`config.mk`:
```
export PLATFORM = sky130hd
export DESIGN_NAME = uniform_quantizer_with_mse_flat
export DESIGN_NICKNAME = d
export VERILOG_FILES = /design/src/sv/uqm_pkg.sv /design/src/sv/uqm_intf.sv /design/src/sv/uqm_cfg.sv /design/src/sv/uqm_front.sv /design/src/sv/uqm_fifo.sv /design/src/sv/uqm_back.sv /design/src/sv/uniform_quantizer_with_mse.sv /design/src/flat_wrapper.sv
export SDC_FILE = /design/constraint.sdc
export NUM_CORES = 2
export LEC_CHECK = 0
export ABC_AREA = 1
export BUFFER_PORTS_ARGS = -buffer_cell sky130_fd_sc_hd__buf_2
export CAP_MARGIN = 20
export CORE_MARGIN = 2
export CORE_UTILIZATION = 50
export DETAILED_ROUTE_END_ITERATION = 12
export MAX_ROUTING_LAYER = met4
export PLACE_DENSITY = 0.65
export SYNTH_ARGS = -nofsm -noshare
export SYNTH_HDL_FRONTEND = slang
export SYNTH_SLANG_ARGS = --single-unit
```
`constraint.sdc`:
```
create_clock -name clock -period 13.55 [get_ports clock]
set_input_delay 4.065 -clock clock [delete_from_list [all_inputs] [get_ports clock]]
set_output_delay 4.065 -clock clock [all_outputs]
set_load 0.02 [all_outputs]
```
`src/sv/uqm_pkg.sv`:
```
// Shared types and constants for the uniform quantizer with MSE statistics.
// No dependencies; every other file imports this package.
`default_nettype none

package uqm_pkg;

   localparam int unsigned DATA_BITS      = 16;
   localparam int unsigned PIXEL_BITS     = 16;
   localparam int unsigned COUNT_BITS     = 20;
   localparam int unsigned CNT_W          = COUNT_BITS + 1;
   localparam int unsigned SUM_BITS       = 52;
   localparam int unsigned SQ_BITS        = 2 * DATA_BITS;
   localparam int unsigned MSE_BITS       = 40;
   localparam int unsigned MSE_FRAC_BITS  = 8;
   localparam int unsigned DIV_NUM_BITS   = SUM_BITS + MSE_FRAC_BITS;
   localparam int unsigned DIV_CNT_BITS   = $clog2(DIV_NUM_BITS + 1);
   localparam int unsigned RECIP_BITS     = 2 * DATA_BITS + 1;
   localparam int unsigned RECIP_CNT_BITS = $clog2(RECIP_BITS + 1);
   localparam int unsigned PROD_BITS      = DATA_BITS + RECIP_BITS;
   localparam int unsigned FIFO_DEPTH     = 4;
   localparam int unsigned FIFO_PTR_BITS  = $clog2(FIFO_DEPTH);
   localparam int unsigned FIFO_FILL_BITS = $clog2(FIFO_DEPTH + 1);
   localparam int unsigned CSR_INDEX_BITS = 4;

   localparam logic [DATA_BITS:0]   PIXEL_LIMIT = (DATA_BITS + 1)'(1) << PIXEL_BITS;
   localparam logic [DATA_BITS-1:0] PIXEL_MASK  = DATA_BITS'(PIXEL_LIMIT - 1'b1);

   // 2^(2*DATA_BITS), dividend of the reciprocal
   localparam logic [RECIP_BITS-1:0] RECIP_ONE = RECIP_BITS'(1) << (2 * DATA_BITS);

   localparam logic [CSR_INDEX_BITS-1:0] REG_MAX_SCALE = CSR_INDEX_BITS'(0);
   localparam logic [CSR_INDEX_BITS-1:0] REG_LEVELS    = CSR_INDEX_BITS'(1);

   localparam logic [DATA_BITS-1:0] MAX_SCALE_RESET = DATA_BITS'(255);
   localparam logic [DATA_BITS-1:0] LEVELS_RESET    = DATA_BITS'(10);

   typedef enum logic [2:0] {
      CFG_LOAD_STEP,
      CFG_DIV_STEP,
      CFG_LOAD_RECIP,
      CFG_DIV_RECIP,
      CFG_IDLE
   } cfg_state_type;

   typedef struct packed {
      logic [DATA_BITS-1:0]  max_scale;
      logic [DATA_BITS-1:0]  levels;
      logic [DATA_BITS-1:0]  step;
      logic [RECIP_BITS-1:0] recip;
      logic                  step_zero;
   } cfg_type;

   typedef struct packed {
      logic [DATA_BITS-1:0] code;
      logic [DATA_BITS-1:0] recon;
      logic [DATA_BITS-1:0] abs_error;
      logic                 last;
      logic                 step_err;
   } q_item_type;

   typedef struct packed {
      logic [DATA_BITS-1:0] code;
      logic [DATA_BITS-1:0] reconstructed;
      logic [DATA_BITS-1:0] abs_error;
      logic [DATA_BITS-1:0] max_error;
      logic [MSE_BITS-1:0]  mse;
      logic                 image_done;
      logic                 step_error;
   } rsp_type;

endpackage

`default_nettype wire

```
`src/sv/uqm_intf.sv`:
```
// Channel interfaces: pixel request, result response and register write.
// Depends on uqm_pkg for field widths.
`default_nettype none

interface uqm_req_if import uqm_pkg::*; ();
   logic                 valid;
   logic                 ready;
   logic [DATA_BITS-1:0] pixel;
   logic                 last_pixel;

   modport source (output valid, output pixel, output last_pixel, input ready);
   modport sink   (input valid, input pixel, input last_pixel, output ready);
endinterface

interface uqm_rsp_if import uqm_pkg::*; ();
   logic                 valid;
   logic                 ready;
   logic [DATA_BITS-1:0] code;
   logic [DATA_BITS-1:0] reconstructed;
   logic [DATA_BITS-1:0] abs_error;
   logic [DATA_BITS-1:0] max_error;
   logic [MSE_BITS-1:0]  mse;
   logic                 image_done;
   logic                 step_error;

   modport source (output valid, output code, output reconstructed, output abs_error,
                   output max_error, output mse, output image_done, output step_error,
                   input ready);
   modport sink   (input valid, input code, input reconstructed, input abs_error,
                   input max_error, input mse, input image_done, input step_error,
                   output ready);
endinterface

interface uqm_csr_if import uqm_pkg::*; ();
   logic                      valid;
   logic                      ready;
   logic [CSR_INDEX_BITS-1:0] index;
   logic [DATA_BITS-1:0]      data;

   modport source (output valid, output index, output data, input ready);
   modport sink   (input valid, input index, input data, output ready);
endinterface

`default_nettype wire

```
`src/sv/uqm_cfg.sv`:
```
// Register file plus serial divider that derives step = max_scale/levels
// and its reciprocal floor(2^32/step). Depends on uqm_pkg, uqm_csr_if.
`default_nettype none

module uqm_cfg import uqm_pkg::*; (
   input  logic    clock,
   input  logic    reset,
   uqm_csr_if.sink csr_if,
   output cfg_type cfg,
   output logic    busy
);

   cfg_state_type state_ff, state_in;

   logic [DATA_BITS-1:0]      max_scale_ff;
   logic [DATA_BITS-1:0]      levels_ff;
   logic [DATA_BITS-1:0]      step_ff;
   logic [RECIP_BITS-1:0]     recip_ff;
   logic [RECIP_BITS-1:0]     num_ff, num_in;
   logic [DATA_BITS-1:0]      rem_ff, rem_in;
   logic [RECIP_CNT_BITS-1:0] cnt_ff;

   logic                  csr_write;
   logic                  div_load, div_run, cap_step, cap_recip, clr_step;
   logic [DATA_BITS-1:0]  den;
   logic [RECIP_BITS-1:0] load_num;
   logic [DATA_BITS:0]    shifted, diff;
   logic                  ge;

   assign csr_if.ready = 1'b1;
   assign csr_write    = csr_if.valid;

   // next state
   always_comb begin
      state_in = state_ff;
      if (csr_write) begin
         state_in = CFG_LOAD_STEP;
      end else begin
         unique case (state_ff)
            CFG_LOAD_STEP:  state_in = (levels_ff == '0) ? CFG_IDLE : CFG_DIV_STEP;
            CFG_DIV_STEP:   if (cnt_ff == '0) state_in = CFG_LOAD_RECIP;
            CFG_LOAD_RECIP: state_in = (step_ff == '0) ? CFG_IDLE : CFG_DIV_RECIP;
            CFG_DIV_RECIP:  if (cnt_ff == '0) state_in = CFG_IDLE;
            CFG_IDLE:       state_in = CFG_IDLE;
            default:        state_in = CFG_LOAD_STEP;
         endcase
      end
   end

   // state outputs
   always_comb begin
      div_load  = 1'b0;
      div_run   = 1'b0;
      cap_step  = 1'b0;
      cap_recip = 1'b0;
      clr_step  = 1'b0;
      den       = step_ff;
      load_num  = RECIP_ONE;
      busy      = 1'b1;
      unique case (state_ff)
         CFG_LOAD_STEP: begin
            div_load = 1'b1;
            load_num = RECIP_BITS'(max_scale_ff);
            clr_step = (levels_ff == '0);
         end
         CFG_DIV_STEP: begin
            den      = levels_ff;
            div_run  = (cnt_ff != '0);
            cap_step = (cnt_ff == '0);
         end
         CFG_LOAD_RECIP: begin
            div_load = 1'b1;
         end
         CFG_DIV_RECIP: begin
            div_run   = (cnt_ff != '0);
            cap_recip = (cnt_ff == '0);
         end
         CFG_IDLE: begin
            busy = 1'b0;
         end
         default: begin
            busy = 1'b1;
         end
      endcase
   end

   // one restoring shift-subtract step per cycle
   assign shifted = {rem_ff, num_ff[RECIP_BITS-1]};
   assign ge      = (shifted >= {1'b0, den});
   assign diff    = shifted - {1'b0, den};
   assign rem_in  = ge ? diff[DATA_BITS-1:0] : shifted[DATA_BITS-1:0];
   assign num_in  = {num_ff[RECIP_BITS-2:0], ge};

   always_ff @(posedge clock) begin
      if (reset) begin
         state_ff     <= CFG_LOAD_STEP;
         max_scale_ff <= MAX_SCALE_RESET;
         levels_ff    <= LEVELS_RESET;
      end else begin
         state_ff <= state_in;
         if (csr_write) begin
            unique case (csr_if.index)
               REG_MAX_SCALE: max_scale_ff <= csr_if.data;
               REG_LEVELS:    levels_ff <= csr_if.data;
               default: ;
            endcase
         end
      end
   end

   always_ff @(posedge clock) begin
      if (div_load) begin
         num_ff <= load_num;
         rem_ff <= '0;
         cnt_ff <= RECIP_CNT_BITS'(RECIP_BITS);
      end else if (div_run) begin
         num_ff <= num_in;
         rem_ff <= rem_in;
         cnt_ff <= cnt_ff - 1'b1;
      end
      if (clr_step) begin
         step_ff <= '0;
      end else if (cap_step) begin
         step_ff <= num_ff[DATA_BITS-1:0];
      end
      if (cap_recip) begin
         recip_ff <= num_ff;
      end
   end

   assign cfg.max_scale = max_scale_ff;
   assign cfg.levels    = levels_ff;
   assign cfg.step      = step_ff;
   assign cfg.recip     = recip_ff;
   assign cfg.step_zero = (step_ff == '0);

`ifndef ASSERT_OFF
   a_write_recomputes: assert property (@(posedge clock) disable iff (reset)
      csr_if.valid && csr_if.ready |=> busy)
      else $error("register write did not start step recomputation");
`endif

endmodule

`default_nettype wire

```
`src/sv/uqm_front.sv`:
```
// Front end: accepts pixels and quantizes them in a five-stage pipeline
// (reciprocal multiply, estimate*step, correct+clamp, code*step, recon+error).
// Depends on uqm_pkg and uqm_req_if; feeds uqm_fifo.
`default_nettype none

module uqm_front import uqm_pkg::*; (
   input  logic       clock,
   input  logic       reset,
   uqm_req_if.sink    req_if,
   input  cfg_type    cfg,
   input  logic       cfg_busy,
   input  logic       fifo_full,
   output logic       push,
   output q_item_type push_item
);

   logic v1_ff, v2_ff, v3_ff, v4_ff, v5_ff;
   logic adv, accept;

   logic [DATA_BITS-1:0] pix1_ff, pix2_ff, pix3_ff, pix4_ff;
   logic                 last1_ff, last2_ff, last3_ff, last4_ff, last5_ff;
   logic                 se1_ff, se2_ff, se3_ff, se4_ff, se5_ff;
   logic [PROD_BITS-2:0] prod1_ff;
   logic [DATA_BITS-1:0] qe2_ff;
   logic [SQ_BITS-1:0]   qs2_ff;
   logic [DATA_BITS-1:0] code3_ff, code4_ff, code5_ff;
   logic [SQ_BITS-1:0]   mul4_ff;
   logic [DATA_BITS-1:0] recon5_ff, err5_ff;

   logic [DATA_BITS-1:0] pix_in;
   logic [PROD_BITS-1:0] prod_full;
   logic [DATA_BITS-1:0] qe2_in;
   logic [SQ_BITS-1:0]   qs2_in;
   logic [DATA_BITS-1:0] rem3, q3, lev_max, code3_in;
   logic [SQ_BITS-1:0]   mul4_in;
   logic [DATA_BITS-1:0] recon5_in, err5_in;

   // whole pipeline stalls only when the last stage cannot drain
   assign adv          = !v5_ff || !fifo_full;
   assign req_if.ready = adv && !cfg_busy;
   assign accept       = req_if.valid && req_if.ready;

   assign pix_in    = req_if.pixel & PIXEL_MASK;
   assign prod_full = PROD_BITS'(pix_in) * PROD_BITS'(cfg.recip);

   assign qe2_in = prod1_ff[PROD_BITS-2:2*DATA_BITS];
   assign qs2_in = SQ_BITS'(qe2_in) * SQ_BITS'(cfg.step);

   // estimate is low by at most one
   assign rem3    = pix2_ff - qs2_ff[DATA_BITS-1:0];
   assign q3      = qe2_ff + DATA_BITS'(rem3 >= cfg.step);
   assign lev_max = cfg.levels - 1'b1;

   always_comb begin
      priority if (pix2_ff == cfg.max_scale) begin
         code3_in = lev_max;
      end else if (q3 > lev_max) begin
         code3_in = lev_max;
      end else begin
         code3_in = q3;
      end
   end

   assign mul4_in   = SQ_BITS'(code3_ff) * SQ_BITS'(cfg.step);
   assign recon5_in = mul4_ff[DATA_BITS-1:0] + (cfg.step >> 1);
   assign err5_in   = (pix4_ff >= recon5_in) ? (pix4_ff - recon5_in) : (recon5_in - pix4_ff);

   always_ff @(posedge clock) begin
      if (reset) begin
         v1_ff <= 1'b0;
         v2_ff <= 1'b0;
         v3_ff <= 1'b0;
         v4_ff <= 1'b0;
         v5_ff <= 1'b0;
      end else if (adv) begin
         v1_ff <= accept;
         v2_ff <= v1_ff;
         v3_ff <= v2_ff;
         v4_ff <= v3_ff;
         v5_ff <= v4_ff;
      end
   end

   always_ff @(posedge clock) begin
      if (adv) begin
         pix1_ff   <= pix_in;
         last1_ff  <= req_if.last_pixel;
         se1_ff    <= cfg.step_zero;
         prod1_ff  <= prod_full[PROD_BITS-2:0];

         pix2_ff   <= pix1_ff;
         last2_ff  <= last1_ff;
         se2_ff    <= se1_ff;
         qe2_ff    <= qe2_in;
         qs2_ff    <= qs2_in;

         pix3_ff   <= pix2_ff;
         last3_ff  <= last2_ff;
         se3_ff    <= se2_ff;
         code3_ff  <= code3_in;

         pix4_ff   <= pix3_ff;
         last4_ff  <= last3_ff;
         se4_ff    <= se3_ff;
         code4_ff  <= code3_ff;
         mul4_ff   <= mul4_in;

         last5_ff  <= last4_ff;
         se5_ff    <= se4_ff;
         code5_ff  <= code4_ff;
         recon5_ff <= recon5_in;
         err5_ff   <= err5_in;
      end
   end

   assign push                = v5_ff && !fifo_full;
   assign push_item.code      = code5_ff;
   assign push_item.recon     = recon5_ff;
   assign push_item.abs_error = err5_ff;
   assign push_item.last      = last5_ff;
   assign push_item.step_err  = se5_ff;

`ifndef ASSERT_OFF
   a_code_in_range: assert property (@(posedge clock) disable iff (reset)
      v3_ff && !cfg.step_zero |-> code3_ff <= cfg.levels - 1'b1)
      else $error("quantizer code above levels-1");
`endif

endmodule

`default_nettype wire

```
`src/sv/uqm_fifo.sv`:
```
// Short queue of quantized words between the front and back ends.
// Depends on uqm_pkg.
`default_nettype none

module uqm_fifo import uqm_pkg::*; (
   input  logic       clock,
   input  logic       reset,
   input  logic       push,
   input  q_item_type push_item,
   output logic       full,
   input  logic       pop,
   output q_item_type head,
   output logic       empty
);

   q_item_type                mem_ff [FIFO_DEPTH];
   logic [FIFO_PTR_BITS-1:0]  wr_ptr_ff, rd_ptr_ff, wr_ptr_in, rd_ptr_in;
   logic [FIFO_FILL_BITS-1:0] fill_ff, fill_in;

   assign full  = (fill_ff == FIFO_FILL_BITS'(FIFO_DEPTH));
   assign empty = (fill_ff == '0);
   assign head  = mem_ff[rd_ptr_ff];

   assign wr_ptr_in = (wr_ptr_ff == FIFO_PTR_BITS'(FIFO_DEPTH - 1)) ? '0 : wr_ptr_ff + 1'b1;
   assign rd_ptr_in = (rd_ptr_ff == FIFO_PTR_BITS'(FIFO_DEPTH - 1)) ? '0 : rd_ptr_ff + 1'b1;

   always_comb begin
      unique case ({push, pop})
         2'b10:   fill_in = fill_ff + 1'b1;
         2'b01:   fill_in = fill_ff - 1'b1;
         default: fill_in = fill_ff;
      endcase
   end

   always_ff @(posedge clock) begin
      if (reset) begin
         wr_ptr_ff <= '0;
         rd_ptr_ff <= '0;
         fill_ff   <= '0;
      end else begin
         fill_ff <= fill_in;
         if (push) wr_ptr_ff <= wr_ptr_in;
         if (pop)  rd_ptr_ff <= rd_ptr_in;
      end
   end

   always_ff @(posedge clock) begin
      if (push) begin
         mem_ff[wr_ptr_ff] <= push_item;
      end
   end

`ifndef ASSERT_OFF
   a_fill_tracks_push: assert property (@(posedge clock) disable iff (reset)
      push && !pop |=> fill_ff == $past(fill_ff) + 1'b1)
      else $error("fifo fill count did not follow a push");
`endif

endmodule

`default_nettype wire

```
`src/sv/uqm_back.sv`:
```
// Back end: squares the error, keeps max error, squared-error sum and pixel
// count, divides for MSE on the last pixel and holds the output register.
// Depends on uqm_pkg and uqm_rsp_if; drains uqm_fifo.
`default_nettype none

module uqm_back import uqm_pkg::*; (
   input  logic       clock,
   input  logic       reset,
   input  q_item_type head,
   input  logic       empty,
   output logic       pop,
   uqm_rsp_if.source  rsp_if
);

   logic                 b_valid_ff;
   q_item_type           b_item_ff;
   logic [SQ_BITS-1:0]   b_sq_ff, sq_in;

   logic [SUM_BITS-1:0]  sum_ff, sum_new;
   logic [SUM_BITS:0]    sum_wide;
   logic [CNT_W-1:0]     count_ff, count_new;
   logic [DATA_BITS-1:0] max_ff, max_new;

   logic                    div_busy_ff;
   logic [DIV_NUM_BITS-1:0] div_num_ff;
   logic [CNT_W-1:0]        div_rem_ff, div_den_ff, div_rem_in;
   logic [DIV_CNT_BITS-1:0] div_cnt_ff;
   logic [CNT_W:0]          shifted, diff;
   logic                    ge;
   logic [MSE_BITS-1:0]     mse_sat;

   rsp_type out_ff, hold_ff, c_result, done_result;
   logic    out_valid_ff, out_valid_in;
   logic    out_free, c_fire, adv_b, start_div, div_done;

   assign out_free  = !out_valid_ff || rsp_if.ready;
   assign c_fire    = b_valid_ff && out_free && !div_busy_ff;
   assign adv_b     = !b_valid_ff || c_fire;
   assign pop       = !empty && adv_b;
   assign start_div = c_fire && b_item_ff.last && !b_item_ff.step_err;
   assign div_done  = div_busy_ff && (div_cnt_ff == '0) && out_free;

   assign sq_in = SQ_BITS'(head.abs_error) * SQ_BITS'(head.abs_error);

   assign max_new   = (b_item_ff.abs_error > max_ff) ? b_item_ff.abs_error : max_ff;
   assign sum_wide  = {1'b0, sum_ff} + (SUM_BITS + 1)'(b_sq_ff);
   assign sum_new   = sum_wide[SUM_BITS] ? '1 : sum_wide[SUM_BITS-1:0];
   assign count_new = count_ff[COUNT_BITS] ? count_ff : count_ff + 1'b1;

   // restoring division, one quotient bit per cycle
   assign shifted    = {div_rem_ff, div_num_ff[DIV_NUM_BITS-1]};
   assign ge         = (shifted >= {1'b0, div_den_ff});
   assign diff       = shifted - {1'b0, div_den_ff};
   assign div_rem_in = ge ? diff[CNT_W-1:0] : shifted[CNT_W-1:0];
   assign mse_sat    = (div_num_ff[DIV_NUM_BITS-1:MSE_BITS] != '0) ? '1
                                                                   : div_num_ff[MSE_BITS-1:0];

   always_comb begin
      c_result = '0;
      if (b_item_ff.step_err) begin
         c_result.step_error = 1'b1;
      end else begin
         c_result.code          = b_item_ff.code;
         c_result.reconstructed = b_item_ff.recon;
         c_result.abs_error     = b_item_ff.abs_error;
         c_result.max_error     = max_new;
      end
   end

   always_comb begin
      done_result            = hold_ff;
      done_result.mse        = mse_sat;
      done_result.image_done = 1'b1;
   end

   always_comb begin
      if ((c_fire && !start_div) || div_done) begin
         out_valid_in = 1'b1;
      end else if (rsp_if.ready) begin
         out_valid_in = 1'b0;
      end else begin
         out_valid_in = out_valid_ff;
      end
   end

   always_ff @(posedge clock) begin
      if (reset) begin
         b_valid_ff   <= 1'b0;
         out_valid_ff <= 1'b0;
         div_busy_ff  <= 1'b0;
         sum_ff       <= '0;
         count_ff     <= '0;
         max_ff       <= '0;
      end else begin
         out_valid_ff <= out_valid_in;
         if (adv_b) b_valid_ff <= !empty;
         if (c_fire && !b_item_ff.step_err) begin
            if (b_item_ff.last) begin
               sum_ff      <= '0;
               count_ff    <= '0;
               max_ff      <= '0;
               div_busy_ff <= 1'b1;
            end else begin
               sum_ff   <= sum_new;
               count_ff <= count_new;
               max_ff   <= max_new;
            end
         end
         if (div_done) div_busy_ff <= 1'b0;
      end
   end

   always_ff @(posedge clock) begin
      if (pop) begin
         b_item_ff <= head;
         b_sq_ff   <= sq_in;
      end
      if (start_div) begin
         hold_ff    <= c_result;
         div_num_ff <= {sum_new, {MSE_FRAC_BITS{1'b0}}};
         div_den_ff <= count_new;
         div_rem_ff <= '0;
         div_cnt_ff <= DIV_CNT_BITS'(DIV_NUM_BITS);
      end else if (div_busy_ff && div_cnt_ff != '0) begin
         div_num_ff <= {div_num_ff[DIV_NUM_BITS-2:0], ge};
         div_rem_ff <= div_rem_in;
         div_cnt_ff <= div_cnt_ff - 1'b1;
      end
      if (c_fire && !start_div) begin
         out_ff <= c_result;
      end else if (div_done) begin
         out_ff <= done_result;
      end
   end

   assign rsp_if.valid         = out_valid_ff;
   assign rsp_if.code          = out_ff.code;
   assign rsp_if.reconstructed = out_ff.reconstructed;
   assign rsp_if.abs_error     = out_ff.abs_error;
   assign rsp_if.max_error     = out_ff.max_error;
   assign rsp_if.mse           = out_ff.mse;
   assign rsp_if.image_done    = out_ff.image_done;
   assign rsp_if.step_error    = out_ff.step_error;

`ifndef ASSERT_OFF
   a_step_error_zeroed: assert property (@(posedge clock) disable iff (reset)
      out_valid_ff && out_ff.step_error |->
         !out_ff.image_done && out_ff.mse == '0 && out_ff.max_error == '0)
      else $error("step error word carries nonzero statistics");
   a_last_clears_stats: assert property (@(posedge clock) disable iff (reset)
      start_div |=> div_busy_ff && count_ff == '0 && max_ff == '0 && sum_ff == '0)
      else $error("last pixel did not start mse division and clear statistics");
`endif

endmodule

`default_nettype wire

```
`src/sv/uniform_quantizer_with_mse.sv`:
```
// Uniform scalar quantizer with running error statistics.
// Channels: req_if carries pixel/last_pixel words in, rsp_if carries one
// result word per pixel out, csr_if writes max_scale (index 0) and levels
// (index 1); writes to other indexes are dropped. All use valid/ready.
// The front end quantizes with a reciprocal multiply in a 5-stage pipeline
// and takes one word per cycle while the queue has room and the config
// divider is idle. A 4-entry queue feeds the back end, which retires one
// word per cycle while rsp_if.ready is high; the last pixel of an image
// starts the serial MSE division (60 quotient bits at one per cycle),
// during which the queue and then req_if.ready back up.
// After reset and after every csr write, req_if.ready stays low while a
// serial divider derives the step and its reciprocal.
// Reset loads max_scale 255 and levels 10 and clears the statistics.
// When rsp_if.ready is low the result word holds in the output register and
// the block keeps accepting until the queue and pipeline fill.
// Depends on uqm_pkg, uqm_intf and the uqm_* submodules.
`default_nettype none

module uniform_quantizer_with_mse import uqm_pkg::*; (
   input  logic       clock,
   input  logic       reset,
   uqm_csr_if.sink    csr_if,
   uqm_req_if.sink    req_if,
   uqm_rsp_if.source  rsp_if
);

   cfg_type    cfg;
   logic       cfg_busy;
   logic       fifo_full, fifo_empty, push, pop;
   q_item_type push_item, head;

   uqm_cfg u_cfg (
      .clock  (clock),
      .reset  (reset),
      .csr_if (csr_if),
      .cfg    (cfg),
      .busy   (cfg_busy)
   );

   uqm_front u_front (
      .clock     (clock),
      .reset     (reset),
      .req_if    (req_if),
      .cfg       (cfg),
      .cfg_busy  (cfg_busy),
      .fifo_full (fifo_full),
      .push      (push),
      .push_item (push_item)
   );

   uqm_fifo u_fifo (
      .clock     (clock),
      .reset     (reset),
      .push      (push),
      .push_item (push_item),
      .full      (fifo_full),
      .pop       (pop),
      .head      (head),
      .empty     (fifo_empty)
   );

   uqm_back u_back (
      .clock  (clock),
      .reset  (reset),
      .head   (head),
      .empty  (fifo_empty),
      .pop    (pop),
      .rsp_if (rsp_if)
   );

endmodule

`default_nettype wire
```
`src/flat_wrapper.sv`:
```
// flat-port wrapper written by rule: the top's interface ports become plain ports
module uniform_quantizer_with_mse_flat import uqm_pkg::*;
  (clock, reset, csr_if_valid, csr_if_index, csr_if_data, csr_if_ready, req_if_valid, req_if_pixel, req_if_last_pixel, req_if_ready, rsp_if_valid, rsp_if_code, rsp_if_reconstructed, rsp_if_abs_error, rsp_if_max_error, rsp_if_mse, rsp_if_image_done, rsp_if_step_error, rsp_if_ready);
  uqm_csr_if csr_if_i ();
  uqm_req_if req_if_i ();
  uqm_rsp_if rsp_if_i ();
  input  logic clock;
  input  logic reset;
  input wire logic [$bits(csr_if_i.valid)-1:0] csr_if_valid;
  input wire logic [$bits(csr_if_i.index)-1:0] csr_if_index;
  input wire logic [$bits(csr_if_i.data)-1:0] csr_if_data;
  output wire logic [$bits(csr_if_i.ready)-1:0] csr_if_ready;
  input wire logic [$bits(req_if_i.valid)-1:0] req_if_valid;
  input wire logic [$bits(req_if_i.pixel)-1:0] req_if_pixel;
  input wire logic [$bits(req_if_i.last_pixel)-1:0] req_if_last_pixel;
  output wire logic [$bits(req_if_i.ready)-1:0] req_if_ready;
  output wire logic [$bits(rsp_if_i.valid)-1:0] rsp_if_valid;
  output wire logic [$bits(rsp_if_i.code)-1:0] rsp_if_code;
  output wire logic [$bits(rsp_if_i.reconstructed)-1:0] rsp_if_reconstructed;
  output wire logic [$bits(rsp_if_i.abs_error)-1:0] rsp_if_abs_error;
  output wire logic [$bits(rsp_if_i.max_error)-1:0] rsp_if_max_error;
  output wire logic [$bits(rsp_if_i.mse)-1:0] rsp_if_mse;
  output wire logic [$bits(rsp_if_i.image_done)-1:0] rsp_if_image_done;
  output wire logic [$bits(rsp_if_i.step_error)-1:0] rsp_if_step_error;
  input wire logic [$bits(rsp_if_i.ready)-1:0] rsp_if_ready;
  assign csr_if_i.valid = csr_if_valid;
  assign csr_if_i.index = csr_if_index;
  assign csr_if_i.data = csr_if_data;
  assign csr_if_ready = csr_if_i.ready;
  assign req_if_i.valid = req_if_valid;
  assign req_if_i.pixel = req_if_pixel;
  assign req_if_i.last_pixel = req_if_last_pixel;
  assign req_if_ready = req_if_i.ready;
  assign rsp_if_valid = rsp_if_i.valid;
  assign rsp_if_code = rsp_if_i.code;
  assign rsp_if_reconstructed = rsp_if_i.reconstructed;
  assign rsp_if_abs_error = rsp_if_i.abs_error;
  assign rsp_if_max_error = rsp_if_i.max_error;
  assign rsp_if_mse = rsp_if_i.mse;
  assign rsp_if_image_done = rsp_if_i.image_done;
  assign rsp_if_step_error = rsp_if_i.step_error;
  assign rsp_if_i.ready = rsp_if_ready;
  uniform_quantizer_with_mse u_core (.clock(clock), .reset(reset), .csr_if(csr_if_i), .req_if(req_if_i), .rsp_if(rsp_if_i));
endmodule
```
==> results_dict.tcl <==
set metrics [dict create \
    cts_max_path_buffers 3 \
    ys_warn_count 0 \
    synth_top_family_by_area "adder cells" \
    synth_area_leaders "edfxtp_1, fa_1, nand2_1, inv_1, ha_1" \
    required_ns 14.04 \
    hold_ws_ns 0.4024 \
    avgViaCountPerCell 5.242 \
    synth_top_area_share_pct 28.57 \
    fmax_mhz 105.3 \
    setup_viol 0 \
    fin_skew_ns 0.08532 \
    antenna_found_initial 8 \
    worstMarginPinSlew_ns 1.117 \
    most-common-layout-cells "nand2_1, inv_1, edfxtp_1" \
    synth_cells 9460 \
    detailed_place_hpwl_um 161200 \
    wl_per_cell_um 18.41 \
    cp.arrival_ns 9.99 \
    cts_made_buffers 115 \
    hold_viol 0 \
    n_fill_cell 14870 \
    crit_path_top_delay_cell "buf_2" \
    synth_largest_area_cell "edfxtp_1" \
    slew_viol_final 0 \
    drc_errors 0 \
    first_pass_iters 8 \
    postRouteWirelength_um 215400 \
    clockRootBuffer "clkbuf_16" \
    grtUsageTotal_pct 27.66 \
    num-nets-final 10750 \
    rsz0062_at_grt "no" \
    cp_max_fo 34 \
    start_util_pct 50.27 \
    clk_latency_ns 0.81 \
    layout_commonest_cell "nand2_1" \
    setup_tns_ns 0 \
    cpMostUsedCell "fa_1" \
    worst-setup-path-type "in2reg" \
    synthesis.area_mm2 0.08063 \
    overflow 0 \
    clk_pin_slew_ns 0.07 \
    num_rows 147 \
    ys_seq_elements 1022 \
    run_status "finished, final reports clean" \
    synth_fa_ha_area_share_pct 26.67 \
    synth_edf_count 767 \
    post-cts-setup-buffers 0 \
    grt_max_degree 141 \
    gp_congestion 0.9535 \
    synth-simple-area-share_pct 17.54 \
    yosysSeqAreaShare_pct 34.90 \
    maxSlewHeadroom_pct 25.56 \
    htree_levels 3 \
    start_kind "input pin" \
    die_area_mm2 0.1645 \
    min_path_type "reg2reg" \
    cts_tree "yes" \
    synth_cell_type_count 59 \
    synth_ff_type "edfxtp_1" \
    period_minus_slack_ns 9.494 \
    fin_crit_sh_pct 70.07 \
    dieWidth_um 405.6 \
    worstPathCellList "buf_2 > nand2_1 > fa_1 > inv_1 > fa_1 > inv_1 > fa_1 > inv_1 > fa_1 > inv_1 > fa_1 > inv_1 > fa_1 > ha_1 > a21oi_1 > o21ai_0 > a21oi_1 > o21ai_0 > nand2_1 > nand3_1 > xor2_1" \
    boundaryPins 151 \
    syn_avg_cell_area_um2 8.523 \
    drv_cap 0 \
    cts_sinks 1022 \
    drtIter0Drc 4527 \
    path_buf_inv 6 \
    cts-hold-fix-buffers 0 \
    vias 61350 \
    cp-end-kind "flop" \
    fin_cells 11700 \
    die_height_um 405.6 \
    first_global_vias 62340 \
    async_flop_share_pct 0 \
    syn2layout_area_growth_pct 8.138 \
    cts_resized 0 \
    final_antenna_net_count 0 \
    drive_above_1_share_pct 5.386 \
    muxShareOfSynthArea_pct 0 \
    max_stage_delay_ns 0.79 \
    synth_compound_area_share_pct 7.115 \
    numPortBuffers 149 \
    crit_family "adder cells" \
    core_mm2 0.1604 \
    grt_pass1_wl_um 345600 \
    utilization_pct 54.36 \
    syn-num-nets 10760 \
    place_inst 11480 \
    synth_xor_xnor_area_share_pct 2.466 \
]
==> cell families after synthesis <==
| family | Yosys count |
|---|---|
| AOI/OAI and AO/OA | 1035 |
| xor gates and xnor gates | 227 |
| adders and majority gates | 1262 |
| buffers and inverters | 2396 |
| DFF | 1022 |
| other | 1 |
| and+or+nand+nor | 3517 |
==> stage by stage <==
| stage | area [um^2] | worst slack, ns |
|---|---|---|
| global placement | 83240 | 3.275 |
| CTS | 87160 | 4.119 |
| finish | 87190 | 4.056 |
| detailed placement | 83240 | 3.302 |
| global route | 87190 | 3.748 |
| floorplan | 80630 | 2.624 |
==> path summary, 6_finish.rpt <==
kind,start,end,slack [ns],cells past startpoint
setup / recovery,req_if_pixel[4],u_core.u_front.prod1_ff[45]$_DFFE_PN_,4.06,21
hold / removal,u_core.u_front.code4_ff[1]$_DFFE_PN_,u_core.u_front.code5_ff[1]$_DFFE_PN_,0.40,0
setup reg to reg,flop,u_core.u_back.b_sq_ff[23]$_DFFE_PP_,4.57,26
hold reg to reg,u_core.u_front.code4_ff[1]$_DFFE_PN_,u_core.u_front.code5_ff[1]$_DFFE_PN_,0.40,0
==> synth_stat cells, types with 62 or more instances <==
cell type	n
fa_1	761
xor2_1	156
nand3_1	301
nand2_1	2397
ha_1	501
dfxtp_1	255
inv_1	2032
nand4_1	62
a21oi_1	371
o21ai_0	415
clkbuf_1	291
xnor2_1	71
nor2_1	600
edfxtp_1	767
==> final cells by class <==
type	count	area (um^2)	share of cell area, %
multi-input cells	6042	43450	49.84
repair buffers	219	1299	1.490
well taps	2160	2703	3.100
clock inverters	73	790.8	0.9070
clock buffers	146	3137	3.598
diodes	1	2.502	0.002870
inverters	2041	7661	8.787
flip-flops and latches	1022	28140	32.28
==> metal layers <==
| layer | vias up | GRT usage, % | wire length, um |
|---|---|---|---|
| met4 | 0 | 8.394 | 6713 |
| met5 | - | - | 0 |
| met3 | 437 | 3.998 | 13150 |
| li1 | 29210 | - | - |
| met1 | 29790 | 35.83 | 92320 |
| met2 | 1913 | 45.11 | 103200 |
==> sequential cells by signal, summed over array words and instances, names as in the netlist, 21 cells and up, named ones only <==
signal	cells
u_core.u_back.sum_ff	52
u_core.u_back.b_sq_ff	30
u_core.u_back.rsp_if.mse	40
u_core.u_cfg.num_ff	33
u_core.u_back.count_ff	21
u_core.u_cfg.recip_ff	33
u_core.u_fifo.mem_ff	200
u_core.u_back.div_den_ff	21
u_core.u_back.div_num_ff	60
u_core.u_back.done_result	65
u_core.u_back.b_item_ff	50
u_core.u_back.div_rem_ff	21
Power is not shown: default switching activity piles up to over one toggle a cycle in this logic, so the estimate is an artifact.
